===== src/design/bfa_pkg.sv =====
package bfa_pkg;

  localparam int NUM_FRAMES_DEF = 32;

  localparam int OP_W    = 2;
  localparam int COUNT_W = 6;
  localparam int INDEX_W = 5;
  localparam int GRANT_W = 5;
  localparam int FREE_W  = 6;

  localparam logic [OP_W-1:0] OP_ALLOC   = 2'd0;
  localparam logic [OP_W-1:0] OP_RELEASE = 2'd1;
  localparam logic [OP_W-1:0] OP_QUERY   = 2'd2;

  localparam logic STATUS_OK      = 1'b0;
  localparam logic STATUS_NO_ROOM = 1'b1;

  // Update request from the sequencer to the frame map.
  typedef struct packed {
    logic set;  // mark the addressed frame used
    logic clr;  // mark the addressed frame free
  } map_cmd_t;

endpackage


===== src/design/bfa_scan.sv =====
module bfa_scan #(
  parameter int NUM_FRAMES = bfa_pkg::NUM_FRAMES_DEF,
  localparam int IDX_W = $clog2(NUM_FRAMES)
) (
  input  logic [NUM_FRAMES-1:0] used_map,
  output logic [IDX_W-1:0]      lowest
);

  // Priority encoder: lowest-numbered free frame, zero when none is free.
  always_comb begin
    lowest = '0;
    for (int i = NUM_FRAMES - 1; i >= 0; i--) begin
      if (!used_map[i]) begin
        lowest = IDX_W'(i);
      end
    end
  end

endmodule


===== src/design/bfa_map.sv =====
module bfa_map #(
  parameter int NUM_FRAMES = bfa_pkg::NUM_FRAMES_DEF,
  localparam int IDX_W = $clog2(NUM_FRAMES),
  localparam int CNT_W = $clog2(NUM_FRAMES + 1)
) (
  input  logic                  clk,
  input  logic                  rst,
  input  bfa_pkg::map_cmd_t     cmd,
  input  logic [IDX_W-1:0]      frame,
  output logic [NUM_FRAMES-1:0] used_map,
  output logic [CNT_W-1:0]      free_cnt,
  output logic [CNT_W-1:0]      free_next
);

  logic [NUM_FRAMES-1:0] used_map_next;

  // The free count tracks the map so no popcount is ever needed.
  always_comb begin
    used_map_next = used_map;
    free_next     = free_cnt;
    if (cmd.set) begin
      used_map_next[frame] = 1'b1;
      free_next            = free_cnt - CNT_W'(1);
    end else if (cmd.clr && used_map[frame]) begin
      used_map_next[frame] = 1'b0;
      free_next            = free_cnt + CNT_W'(1);
    end
  end

  always_ff @(posedge clk) begin
    if (rst) begin
      used_map <= '0;
      free_cnt <= CNT_W'(NUM_FRAMES);
    end else begin
      used_map <= used_map_next;
      free_cnt <= free_next;
    end
  end

endmodule


===== src/design/bitmap_frame_allocator_unit.sv =====
// A query, a release, a refused or an empty allocate gives its one result from DECIDE, after
// IDLE has captured the request. An allocate of n frames gives n results on consecutive cycles,
// one per GRANT state after DECIDE; busy covers DECIDE and every GRANT, otherwise DECIDE only.
// Throughput: one transaction at a time, set by the single priority encoder granting one frame
// per cycle. The receiver cannot stall, so a result strobe always lasts exactly one cycle.
// Reset (rst, synchronous, active high) marks every frame free and returns to idle.
module bitmap_frame_allocator_unit #(
  parameter int NUM_FRAMES = bfa_pkg::NUM_FRAMES_DEF
) (
  input  logic                        clk,
  input  logic                        rst,
  input  logic                        start,
  input  logic [bfa_pkg::OP_W-1:0]    op,
  input  logic [bfa_pkg::COUNT_W-1:0] frame_count,
  input  logic [bfa_pkg::INDEX_W-1:0] frame_index,
  output logic                        busy,
  output logic                        strobe,
  output logic [bfa_pkg::GRANT_W-1:0] granted_frame,
  output logic                        status,
  output logic [bfa_pkg::FREE_W-1:0]  free_frames,
  output logic                        last
);

  localparam int IDX_W = $clog2(NUM_FRAMES);
  localparam int CNT_W = $clog2(NUM_FRAMES + 1);

  // The sequencer walks every transaction through DECIDE. An allocate that fits then
  // stays in GRANT until every frame is granted, each grant reusing the same priority encoder.
  typedef enum logic [1:0] {
    IDLE,
    DECIDE,
    GRANT
  } state_t;

  state_t state;

  // Captured request. The remaining count never exceeds the request, so six bits suffice.
  logic [bfa_pkg::OP_W-1:0]    op_q;
  logic [bfa_pkg::COUNT_W-1:0] want_q;
  logic [bfa_pkg::INDEX_W-1:0] index_q;
  logic [bfa_pkg::COUNT_W-1:0] remain;

  bfa_pkg::map_cmd_t     cmd;
  logic [IDX_W-1:0]      map_frame;
  logic [NUM_FRAMES-1:0] used_map;
  logic [CNT_W-1:0]      free_cnt;
  logic [CNT_W-1:0]      free_next;
  logic [IDX_W-1:0]      lowest;

  // Wide views used for range checks and for truncating to the fixed port widths.
  logic [6:0] index_wide;
  logic [6:0] lowest_wide;
  logic [7:0] free_next_wide;
  logic       index_in_range;
  logic       short_of_frames;

  assign busy = (state != IDLE);

  assign index_wide      = 7'(index_q);
  assign lowest_wide     = 7'(lowest);
  assign free_next_wide  = 8'(free_next);
  assign index_in_range  = (index_wide < 7'(NUM_FRAMES));
  assign short_of_frames = (8'(free_cnt) < 8'(want_q));

  bfa_scan #(
    .NUM_FRAMES(NUM_FRAMES)
  ) u_scan (
    .used_map(used_map),
    .lowest  (lowest)
  );

  bfa_map #(
    .NUM_FRAMES(NUM_FRAMES)
  ) u_map (
    .clk      (clk),
    .rst      (rst),
    .cmd      (cmd),
    .frame    (map_frame),
    .used_map (used_map),
    .free_cnt (free_cnt),
    .free_next(free_next)
  );

  // Map updates: a grant marks the encoder's frame used; a release in range frees its
  // frame. A release of a frame that is already free leaves the map as it was.
  always_comb begin
    cmd       = '0;
    map_frame = lowest;
    if (state == GRANT) begin
      cmd.set = 1'b1;
    end else if (state == DECIDE && op_q == bfa_pkg::OP_RELEASE) begin
      cmd.clr   = index_in_range;
      map_frame = index_wide[IDX_W-1:0];
    end
  end

  // Every result carries the free count as it stands after that result, which is exactly
  // the map's next count in the cycle the result is registered.
  always_ff @(posedge clk) begin
    if (rst) begin
      state  <= IDLE;
      strobe <= 1'b0;
    end else begin
      strobe <= 1'b0;
      case (state)
        IDLE: begin
          if (start) begin
            op_q    <= op;
            want_q  <= frame_count;
            index_q <= frame_index;
            state   <= DECIDE;
          end
        end
        DECIDE: begin
          granted_frame <= '0;
          free_frames   <= free_next_wide[bfa_pkg::FREE_W-1:0];
          status        <= bfa_pkg::STATUS_OK;
          last          <= 1'b1;
          if (op_q == bfa_pkg::OP_ALLOC && want_q != '0 && !short_of_frames) begin
            // Enough room: the grant burst produces every result.
            remain <= want_q;
            state  <= GRANT;
          end else begin
            // Release, query, the unused code, an empty allocate or a refusal.
            strobe <= 1'b1;
            if (op_q == bfa_pkg::OP_ALLOC && short_of_frames) begin
              status <= bfa_pkg::STATUS_NO_ROOM;
            end
            state <= IDLE;
          end
        end
        GRANT: begin
          strobe        <= 1'b1;
          granted_frame <= lowest_wide[bfa_pkg::GRANT_W-1:0];
          free_frames   <= free_next_wide[bfa_pkg::FREE_W-1:0];
          status        <= bfa_pkg::STATUS_OK;
          last          <= (remain == bfa_pkg::COUNT_W'(1));
          remain        <= remain - bfa_pkg::COUNT_W'(1);
          if (remain == bfa_pkg::COUNT_W'(1)) begin
            state <= IDLE;
          end
        end
        default: begin
          state <= IDLE;
        end
      endcase
    end
  end

endmodule


===== config.mk =====
export PLATFORM = sky130hd
export DESIGN_NAME = bitmap_frame_allocator_unit
export DESIGN_NICKNAME = d
export VERILOG_FILES = /design/src/design/bfa_pkg.sv /design/src/design/bfa_scan.sv /design/src/design/bfa_map.sv /design/src/design/bitmap_frame_allocator_unit.sv
export SDC_FILE = /design/constraint.sdc
export NUM_CORES = 1
export LEC_CHECK = 0
export BUFFER_PORTS_ARGS = -buffer_cell sky130_fd_sc_hd__buf_4
export CAP_MARGIN = 5
export CORE_ASPECT_RATIO = 1.4
export CORE_MARGIN = 8
export CORE_UTILIZATION = 45
export CTS_CLUSTER_DIAMETER = 50
export CTS_CLUSTER_SIZE = 25
export DETAILED_ROUTE_END_ITERATION = 7
export PLACE_DENSITY = 0.74
export SYNTH_ARGS = -nofsm -noshare
export SYNTH_HDL_FRONTEND = slang
export SYNTH_SLANG_ARGS = --single-unit

===== constraint.sdc =====
create_clock -name clk -period 5.9 [get_ports clk]
set_clock_uncertainty 0.15 [all_clocks]
set_input_delay 0.885 -clock clk [delete_from_list [all_inputs] [get_ports clk]]
set_output_delay 0.885 -clock clk [all_outputs]
set_load 0.005 [all_outputs]

### Yosys cells after proc, flatten, opt, wreduce, memory -nomap -nowiden

Cells that the tools add are included.

* output and inout port bits: 15
* bits of input ports: 16
* word-level logic and storage cells: 107
* register bits: 73

* add/subtract/negate cells: 3
* order comparisons: 4
* equality and inequality tests: 7
* mux-type cells: 58
* bitwise logic cells: 4
* reductions and logical operators: 19

Operator list (number)
* 5-bit 2-to-1 mux: 34
* 32-bit 2-to-1 mux: 2
* 32-bit AND: 1
* 32-bit NOT: 1
* 32-bit OR: 1
* 6-bit 2-to-1 mux: 3
* 5-bit by 6-bit < comparator with 1-bit output (second input constant): 2
* 6-bit one-hot mux with 2 select lines: 1
* 6-bit by 1-bit subtractor with 6-bit output (second input constant): 2
* 5-bit one-hot mux with 2 select lines: 1
* 1-bit 2-to-1 mux: 8
* 6-bit by 1-bit adder with 6-bit output (second input constant): 1
* 6-bit by 1-bit equality test with 1-bit output (second input constant): 1
* 1-bit logical AND: 6
* 6-bit < comparator: 1
* 2-bit 2-to-1 mux: 3
* 1-bit one-hot mux with 2 select lines: 3
* 2-bit one-hot mux with 3 select lines: 1
* 2-bit AND reduction: 3
* 3-bit AND reduction: 2
* 2-bit nonzero test: 3
* 6-bit nonzero test: 1
* 1-bit binary-select mux with 5-bit select: 1
* 1-bit demux with 5-bit select: 1
* other kinds (9): 12

### Logic depth before layout (Yosys ltp)

Gate-level depths: netlist of the first run.

* depth after elaboration: 42
* mapped depth: 15
* mapped depth without buffers: 13

### By module

A second synthesis of the first run with hierarchy kept.

* cell total of the unflattened synthesis: 407
* area total of the unflattened synthesis: 4067.7 um^2

Modules (own cells, without submodules)
* bfa_map: area an instance 2114.5 um^2, cells each 228, seq. area each 760.7 um^2, times used 1
* bitmap_frame_allocator_unit: area an instance 1581.5 um^2, cells each 115, seq. area each 1021.0 um^2, times used 1
* bfa_scan: area an instance 371.6 um^2, cells each 64, seq. area each 0.0 um^2, times used 1

### Least setup slack after synthesis of the first run

Ideal clock, no wire load.

* path type: register -> register
* from: register state[0]
* to: register u_map.free_cnt[3]
* clock period less this slack: 3314 ps
* stages on the path, launching flop included: 15
* path slack: 2586 ps
* arrival time: 3041 ps
* cell sequence: dfxtp_1 -> inv_1 -> ha_1 -> nor4bb_1 -> buf_2 -> nor3_1 -> a31oi_2 -> buf_4 -> mux2i_1 -> mux2i_1 -> o22ai_1 -> nor4b_4 -> nand2_4 -> o21ai_1 -> mux2_1

* cells in the longest elaborated chain, start to end: 9

Ends and longest elaborated chain
* from (decl): RTL line bitmap_frame_allocator_unit.sv:35 `state_t state;`
* from (signal assigned): RTL line bitmap_frame_allocator_unit.sv:101 `state <= IDLE;`
* from (signal assigned): RTL line bitmap_frame_allocator_unit.sv:111 `state <= DECIDE;`
* from (signal assigned): RTL line bitmap_frame_allocator_unit.sv:122 `state <= GRANT;`
* 2-bit by 1-bit equality test with 1-bit output: RTL line bitmap_frame_allocator_unit.sv:91 `end else if (state == DECIDE && op_q == bfa_pkg::OP_RELEASE) begin`
* 1-bit logical AND: RTL line bitmap_frame_allocator_unit.sv:91
* 5-bit 2-to-1 mux: RTL line bitmap_frame_allocator_unit.sv:91
* 5-bit 2-to-1 mux: RTL line bitmap_frame_allocator_unit.sv:89 `if (state == GRANT) begin`
* 1-bit binary-select mux with 5-bit select: RTL line bfa_map.sv:24 `end else if (cmd.clr && used_map[frame]) begin`
* 1-bit 2-to-1 mux (implied by the code): RTL line bfa_map.sv:24
* 1-bit logical AND: RTL line bfa_map.sv:24
* 6-bit 2-to-1 mux: RTL line bfa_map.sv:24
* 6-bit 2-to-1 mux (*): RTL line bfa_map.sv:21 `if (cmd.set) begin`
* to (signal assigned): RTL line bfa_map.sv:33 `free_cnt <= CNT_W'(NUM_FRAMES);`
* to (signal assigned): RTL line bfa_map.sv:36 `free_cnt <= free_next;`
* to (decl): RTL line bfa_map.sv:11 `output logic [CNT_W-1:0] free_cnt,`

Mark *: on every way between the ends. The rest lies on a longest branch, timed or not. The select of a mux whose other input is x is not followed.
A chain may end at the register's enable or synchronous reset.

==> run summary, run 1 <==
status: complete, no violations
via count: 3523
synthesis-stage register bit count: 73
DRT Pass-1 Iters: 5
Vias/cell: 6.32
Synth top area share: 23.9%
Worst EP arrival: 5050 ps
setup violators final: 0
die area: 12300 um2
TritonCTS clock tree: yes
worst skew pair latency: 340 ps
CP peak stage delay: 980 ps
global routing's busiest layer: met2
asr flop ratio synth: 0%
WHS Path Cells: 2
first-pass GRT wire length: 18300 um
antenna violations before repair: 0
Post-DRT Antenna Nets: 0
DRC: 0
worst reg2reg path startpoint: state[0]
Critical Path, Cell by Cell: inv_1 -> ha_1 -> nor4bb_1 -> o31ai_1 -> a31oi_2 -> mux2i_1 -> mux2i_1 -> nor2_1 -> a311oi_2 -> nand2_4 -> nor3b_4 -> a311oi_1
Initial Util: 45.4%
Worst R2R Setup Slack: 870 ps
maximum vdd ir drop: 206 uV
Total Routing Usage GR: 19.7%
Worst setup startpoint: state[0]
hold slack: 403 ps
worst-case reg-to-reg path depth: 12
Inst Count DP: 541
dpl hpwl: 8680 um
drt wl/cell: 20.7 um
Max Clk Rate: 199 MHz
crit end category: flop
Post-synth top cells: a21oi_1, dfxtp_1, nor2_1
DIE WIDTH: 95.9 um
met1 Track Usage GR: 20.2%
Yosys top cell by area: edfxtp_1
Filler cells: 793
TritonCTS sink count: 73
Min-Delay Path Class: flop to flop
total CTS buffers: 9
mapped cell area: 4030 um2
max_slew headroom: 29.5%
dominant cell by count in the synthesized netlist: a21oi_1
RSZ-0062 raised after global routing: false
CTS Root Cell: clkbuf_16
area grow syn2layout: 14.5%
crit share post-route: 85.2%
Max Fanout on Critical Path: 24
crit-path most repeated cell: mux2i_1
vias in the first global route: 3412
delay-heaviest family, CP: simple AND/OR/NAND/NOR gates
Power Density: 246 nW/um2
WL final: 11600 um
port bufs: 30
Mapped Cells: 419
Inserted Diodes: 0
fin. max-slew vios: 0
Mapped Nets: 447
hold buffers post-CTS: 0
top_reg_cell synth: dfxtp_1
Seq/Total Area, Yosys: 44.3%
largest net degree at the start of global routing: 41
Max-cap violations: 0
Final Wtd Congestion: 0.929
Setup TNS: 0 ps
startpoint types: flop
layout cell share with drive strength beyond 1: 13.6%
grt met2 use: 34.5%
CP Buf/Inv Count: 1
fin crit period: 5030 ps
grt met3 use: 4.40%
Clock Tree Buf Depth: 2
htree depth: 3
Synth area leaders: edfxtp_1, dfxtp_1, mux2i_1
nets@finish: 473
height of the die: 128 um
Syn Area/Cell: 9.61 um2
Slowest-stage cell, CP: nor4bb_1
core area: 8870 um2
EDFF count, synth: 32
Worst-path clk slew: 60 ps
post-CTS sizing: 0
CP Class: flop to flop
final cell count without fillers: 557
Synth Warn #: 0
Rows: 41
initial DRC count: 328
CP required: 5930 ps
overflow left after global routing: 0
I/O pin total: 31
Slew @ Worst Pin: 1050 ps
count of cell types in the netlist: 65
Hold Vio Cnt, Final: 0
Static Leakage: 1.75 nW
Tot Pwr: 1.14 mW
setup repair bufs after CTS: 0
-- layout by cell type (no fill, tap or decap), drive strengths merged, types with 4 or more instances in the layout --
master / instances
xnor2: 5
edfxtp: 32
nand2: 31
inv: 25
clkbuf: 12
and3: 9
o21ai: 11
mux2i: 22
nor3b: 4
a21boi: 4
nor2: 39
dfxtp: 41
ha: 12
a21oi: 43
and2: 5
nand3: 7
a311oi: 23
clkinv: 4
nor3: 10
nand2b: 6
buf: 31
nand4: 11
a211oi: 13
a31oi: 5
nor2b: 4
-- per-layer routing --
layer	wire (um)	vias up
met5	0	-
met3	585	45
met2	6130	137
met1	4240	1704
met4	595	0
li1	-	1637
-- worst reg2reg max path: cells and delay by family (launching register included) --
family          cells  cell delay [ps]
simple gates        4             1720
compound gates      4             1720
fa+ha+maj           1              480
mux                 2              360
flops               1              350
buf+inv             1               70
-- cell type report --
cell class,count,area [um2],area share (%)
sequential,73,1780,38.6
inverter,25,93.8,2.03
tap,107,134,2.90
clock buffer,12,268,5.81
clock inverter,4,23.8,0.515
multi-input combinational,305,2080,45.1
timing repair buffer,31,233,5.05
-- cell families after synthesis --
group,share of synthesized area (%)
and+or+nand+nor,18.8
AOI/OAI and AO/OA,21.0
DFF,44.3
buffers and inverters,4.13
muxes,6.31
adders and majority gates,3.73
xor gates and xnor gates,1.74
-- worst max-delay path by stage --
stage	cells after the start	endpoint
final	12	flop
after global routing	12	flop
after CTS	12	flop
after detailed placement	12	flop
after global placement	12	flop
after floorplan	14	u_map.free_cnt[3]
-- stage by stage --
stage          utilization (%)  area [um2]  setup slack (ps)
2_1_floorplan                -        4030              2590
3_3_place_gp              48.7        4320              1220
3_5_place_dp              48.7        4320               995
4_1_cts                   52.0        4610               988
5_1_grt                   52.0        4610               524
6_report                  52.0        4610               874
-- power by group --
group	switching [mW]	internal, mW
combinational	0.0371	0.0240
sequential	0.00659	0.539
clock	0.209	0.321
Note: power is estimated with default switching activity, not from simulation.
==> inputs of run 2 (changes only) <==
--- a/config.mk
+++ b/config.mk
@@ -9,11 +9,11 @@
 export CAP_MARGIN = 5
 export CORE_ASPECT_RATIO = 1.4
 export CORE_MARGIN = 8
-export CORE_UTILIZATION = 45
+export CORE_UTILIZATION = 40
 export CTS_CLUSTER_DIAMETER = 50
 export CTS_CLUSTER_SIZE = 25
 export DETAILED_ROUTE_END_ITERATION = 7
-export PLACE_DENSITY = 0.74
+export PLACE_DENSITY = 0.68
 export SYNTH_ARGS = -nofsm -noshare
 export SYNTH_HDL_FRONTEND = slang
 export SYNTH_SLANG_ARGS = --single-unit
==> run 2 against run 1 <==
Against the previous run:
- via count fell by 2.6%
- utilization down 5.0 points
- fmax up 9.7%
- worst hold slack got worse by 4.4 ps
- flip-flop and latch count unchanged
- combinational power hardly changed
- routed wire length decreased by 3.4%
- final area increased by 0.16%
- sequential power barely moved
- clock power is 10% lower
- global-route usage decreased by 2.5 points
==> run summary, run 2 (synthesis results as in run 1) <==
die area: 13600 um2
area grow syn2layout: 14.7%
Min-Delay Path Class: flop to flop
overflow left after global routing: 0
largest net degree at the start of global routing: 41
dpl hpwl: 8390 um
Power Density: 234 nW/um2
antenna violations before repair: 0
RSZ-0062 raised after global routing: false
Post-DRT Antenna Nets: 0
Max Fanout on Critical Path: 24
hold buffers post-CTS: 0
TritonCTS clock tree: yes
first-pass GRT wire length: 18000 um
Worst EP arrival: 4610 ps
via count: 3433
Static Leakage: 1.74 nW
Filler cells: 901
post-CTS sizing: 0
height of the die: 135 um
Initial Util: 40.9%
DRC: 0
Inserted Diodes: 0
Max Clk Rate: 218 MHz
most frequent cells in the layout: a21oi_1, dfxtp_1, nor2_1, edfxtp_1, buf_4
DRT Pass-1 Iters: 5
port bufs: 30
Total Routing Usage GR: 17.2%
maximum vdd ir drop: 98.3 uV
vias in the first global route: 3478
Vias/cell: 5.86
setup repair bufs after CTS: 0
crit end category: flop
startpoint types: flop
commonest non-fill, non-tap cell in the layout: a21oi_1
Final Wtd Congestion: 0.967
Slew @ Worst Pin: 1140 ps
fin. max-slew vios: 0
setup violators final: 0
status: complete, no violations
Inst Count DP: 570
Hold Vio Cnt, Final: 0
final cell count without fillers: 586
I/O pin total: 31
initial DRC count: 286
Worst-path clk slew: 60 ps
area of the multi-input gates: 2080 um2
Setup TNS: 0 ps
core area: 9850 um2
htree depth: 3
WL final: 11200 um
CP Class: flop to flop
max_slew headroom: 24.1%
Rows: 43
register cell area after layout: 1780 um2
Max-cap violations: 0
drt wl/cell: 19.0 um
TritonCTS sink count: 73
CTS Root Cell: clkbuf_16
CP required: 5930 ps
total CTS buffers: 9
DIE WIDTH: 101 um
worst skew pair latency: 330 ps
crit share post-route: 77.7%
fin crit period: 4580 ps
Clock Tree Buf Depth: 2
nets@finish: 474
layout cell share with drive strength beyond 1: 13.3%
-- run 2: changes by cell type in the layout (fill, tap and decap cells not counted) --
cell,delta
clkbuf_8,-1
buf_4,+1
inv_6,-1
clkinv_1,+1
clkinv_2,+1
clkbuf_1,+1
clkbuf_16,-1
-- run 2: final cells by class --
| type | instances | area share, % |
|---|---|---|
| repair buffers | 32 | 5.20 |
| flip-flops and latches | 73 | 38.6 |
| multi-input cells | 305 | 45.0 |
| well taps | 135 | 3.66 |
| clock inverters | 5 | 0.515 |
| inverters | 25 | 2.03 |
| clock buffers | 11 | 5.04 |
-- run 2: per-stage QoR --
stage / setup WS (ps) / hold WS, ps / cell area [um2] / total power [mW] / util [%]
after floorplan: 2590 / 355 / 4030 / 0.590 / -
after global placement: 1560 / 373 / 4360 / 0.614 / 44.3
after detailed placement: 1340 / 391 / 4360 / 0.616 / 44.3
after CTS: 1330 / 395 / 4620 / 1.09 / 46.9
after global routing: 948 / 434 / 4620 / 1.12 / 46.9
final: 1320 / 399 / 4620 / 1.08 / 46.9
-- run 2: where the power goes --
part           switching [mW]  total, mW  internal [mW]
clock                   0.196      0.476          0.280
sequential            0.00648      0.545          0.539
combinational          0.0365     0.0608         0.0243
total                   0.239       1.08          0.843
-- run 2: path summary, 6_finish.rpt --
kind            start   end  slack, ps  cells past startpoint
max          state[0]  flop       1320                     13
max reg2reg  state[0]  flop       1320                     13
min reg2reg      flop  flop        400                      2
min              flop  flop        400                      2
-- run 2: critical path, cell delays in order, from the launching register on --
cell and delay (ps):
dfxtp_1 350, inv_1 70, ha_1 490, nor4bb_1 400, buf_4 210, o31ai_1 90, a31oi_2 880, mux2i_1 170
mux2i_1 220, o22ai_1 130, a311oi_2 420, nand2_4 190, nor3b_4 480, a311oi_1 170
-- run 2: per-layer routing --
layer	track usage (%)	vias up	part of all wire, %
met1	17.9	1616	37
met2	30.1	133	53
met5	0	-	0
li1	-	1645	-
met4	11.9	0	4.7
met3	3.61	39	5.3
==> inputs of run 3 (changes only) <==
--- a/config.mk
+++ b/config.mk
@@ -13,7 +13,7 @@
 export CTS_CLUSTER_DIAMETER = 50
 export CTS_CLUSTER_SIZE = 25
 export DETAILED_ROUTE_END_ITERATION = 7
-export PLACE_DENSITY = 0.68
+export PLACE_DENSITY = 0.7
 export SYNTH_ARGS = -nofsm -noshare
 export SYNTH_HDL_FRONTEND = slang
 export SYNTH_SLANG_ARGS = --single-unit
==> constraint.sdc (replaced) <==
create_clock -name clk -period 4 [get_ports clk]
set_clock_uncertainty 0.15 [all_clocks]
set_input_delay 0.6 -clock clk [delete_from_list [all_inputs] [get_ports clk]]
set_output_delay 0.6 -clock clk [all_outputs]
set_load 0.005 [all_outputs]
==> run 3 against run 2 <==
Against the previous run:
- routed wire length is 3.7% higher
- clock power is 70% higher
- final area rose by 2.9%
- count of clock-buffer cells in the layout shrank 2
- total power rose by 58%
- worst setup slack got worse by 1000 ps
- largest power group is now the clock network
==> run summary, run 3 (synthesis results as in run 1) <==
htree depth: 3
Rows: 43
final core occ: 48.3%
Clock Tree Buf Depth: 2
startpoint types: flop
layout cell share with drive strength beyond 1: 16.2%
Min-Delay Path Class: input port to flop
Hold Vio Cnt, Final: 0
Worst-path clk slew: 60 ps
Filler cells: 957
Max Clk Rate: 269 MHz
Inserted Diodes: 0
total CTS buffers: 9
Critical Path, Cell by Cell: inv_1 -> o221ai_1 -> a211oi_1 -> nand4b_1 -> a31oi_4 -> mux2i_1 -> o22ai_1 -> a311oi_2 -> nand2_4 -> nor3b_4 -> a311oi_1
Worst EP arrival: 3740 ps
Tot Pwr: 1.70 mW
TritonCTS clock tree: yes
height of the die: 135 um
CP peak stage delay: 520 ps
max_slew headroom: 54.9%
dpl hpwl: 8660 um
status: complete, no violations
core area: 9850 um2
Slew @ Worst Pin: 676 ps
DIE WIDTH: 101 um
Slowest-stage cell, CP: a31oi_4
worst skew pair latency: 340 ps
Setup TNS: 0 ps
nets@finish: 486
commonest non-fill, non-tap cell in the layout: buf_4
hold buffers post-CTS: 0
DRT Pass-1 Iters: 4
crit share post-route: 92.9%
antenna violations before repair: 0
CTS Root Cell: clkbuf_16
hold slack: 291 ps
post-CTS sizing: 0
setup violators final: 0
Post-DRT Antenna Nets: 0
RSZ-0062 raised after global routing: false
CP Class: flop to flop
Total Routing Usage GR: 17.9%
fin crit period: 3710 ps
first-pass GRT wire length: 18700 um
maximum vdd ir drop: 175 uV
crit end category: flop
fin. max-slew vios: 0
Vias/cell: 5.77
I/O pin total: 31
Max-cap violations: 0
initial DRC count: 304
vias in the first global route: 3505
overflow left after global routing: 0
setup repair bufs after CTS: 0
port bufs: 30
Initial Util: 40.9%
largest net degree at the start of global routing: 41
drt wl/cell: 19.4 um
TritonCTS sink count: 73
most frequent cells in the layout: buf_4, a21oi_1, dfxtp_1, nor2_1, edfxtp_1
DRC: 0
Power Density: 359 nW/um2
CP Buf/Inv Count: 1
die area: 13600 um2
Max Fanout on Critical Path: 11
Final Wtd Congestion: 0.979
area grow syn2layout: 18.0%
delay-heaviest family, CP: compound AO/OA/AOI/OAI gates
WL final: 11600 um
Static Leakage: 1.82 nW
CP required: 4020 ps
via count: 3450
-- run 3: worst paths after layout --
check                                    start        end  slack [ps]  cells after the start
worst min-delay path            frame_count[3]  want_q[3]         290                      1
worst max-delay path                      flop       flop         290                     11
worst max register to register            flop       flop         290                     11
worst min register to register            flop       flop         420                      2
-- run 3: stage by stage --
step | std cells | setup WS (ps) | area (um2)
floorplan | 419 | 686 | 4030
global placement | 582 | 424 | 4450
detailed placement | 582 | 420 | 4450
CTS | 598 | 356 | 4750
global route | 598 | 25.8 | 4750
finish | 598 | 285 | 4750
-- run 3: layout make-up --
| class | instances | area (um2) | share of cell area [%] |
|---|---|---|---|
| clock buffer | 9 | 225 | 4.74 |
| tap | 135 | 169 | 3.55 |
| inverter | 25 | 93.8 | 1.97 |
| clock inverter | 7 | 73.8 | 1.55 |
| multi-input combinational | 305 | 2080 | 43.7 |
| sequential | 73 | 1780 | 37.5 |
| timing repair buffer | 44 | 330 | 6.95 |
-- run 3: routing by layer --
| layer | wire length [um] | up-vias | part of all wire (%) | GRT usage [%] |
|---|---|---|---|---|
| met2 | 6060 | 119 | 52 | 31.0 |
| met3 | 566 | 38 | 4.9 | 3.97 |
| met1 | 4400 | 1622 | 38 | 18.8 |
| li1 | - | 1671 | - | - |
| met4 | 544 | 0 | 4.7 | 12.5 |
| met5 | 0 | - | 0 | 0 |
-- run 3: power by group --
part / total [mW] / switching [mW] / internal [mW] / leakage (nW)
clock network: 0.809 / 0.322 / 0.487 / 0.151
registers: 0.804 / 0.00968 / 0.794 / 0.621
logic: 0.0914 / 0.0544 / 0.0370 / 1.04
total: 1.70 / 0.386 / 1.32 / 1.82
-- run 3: worst register-to-register path, delay by kind of cell (launching register included) --
kind	cells	cell delay [ps]
AO/OA/AOI/OAI	6	1580
AND/OR/NAND/NOR	3	1000
flip-flops	1	460
multiplexers	1	300
buffers and inverters	1	70
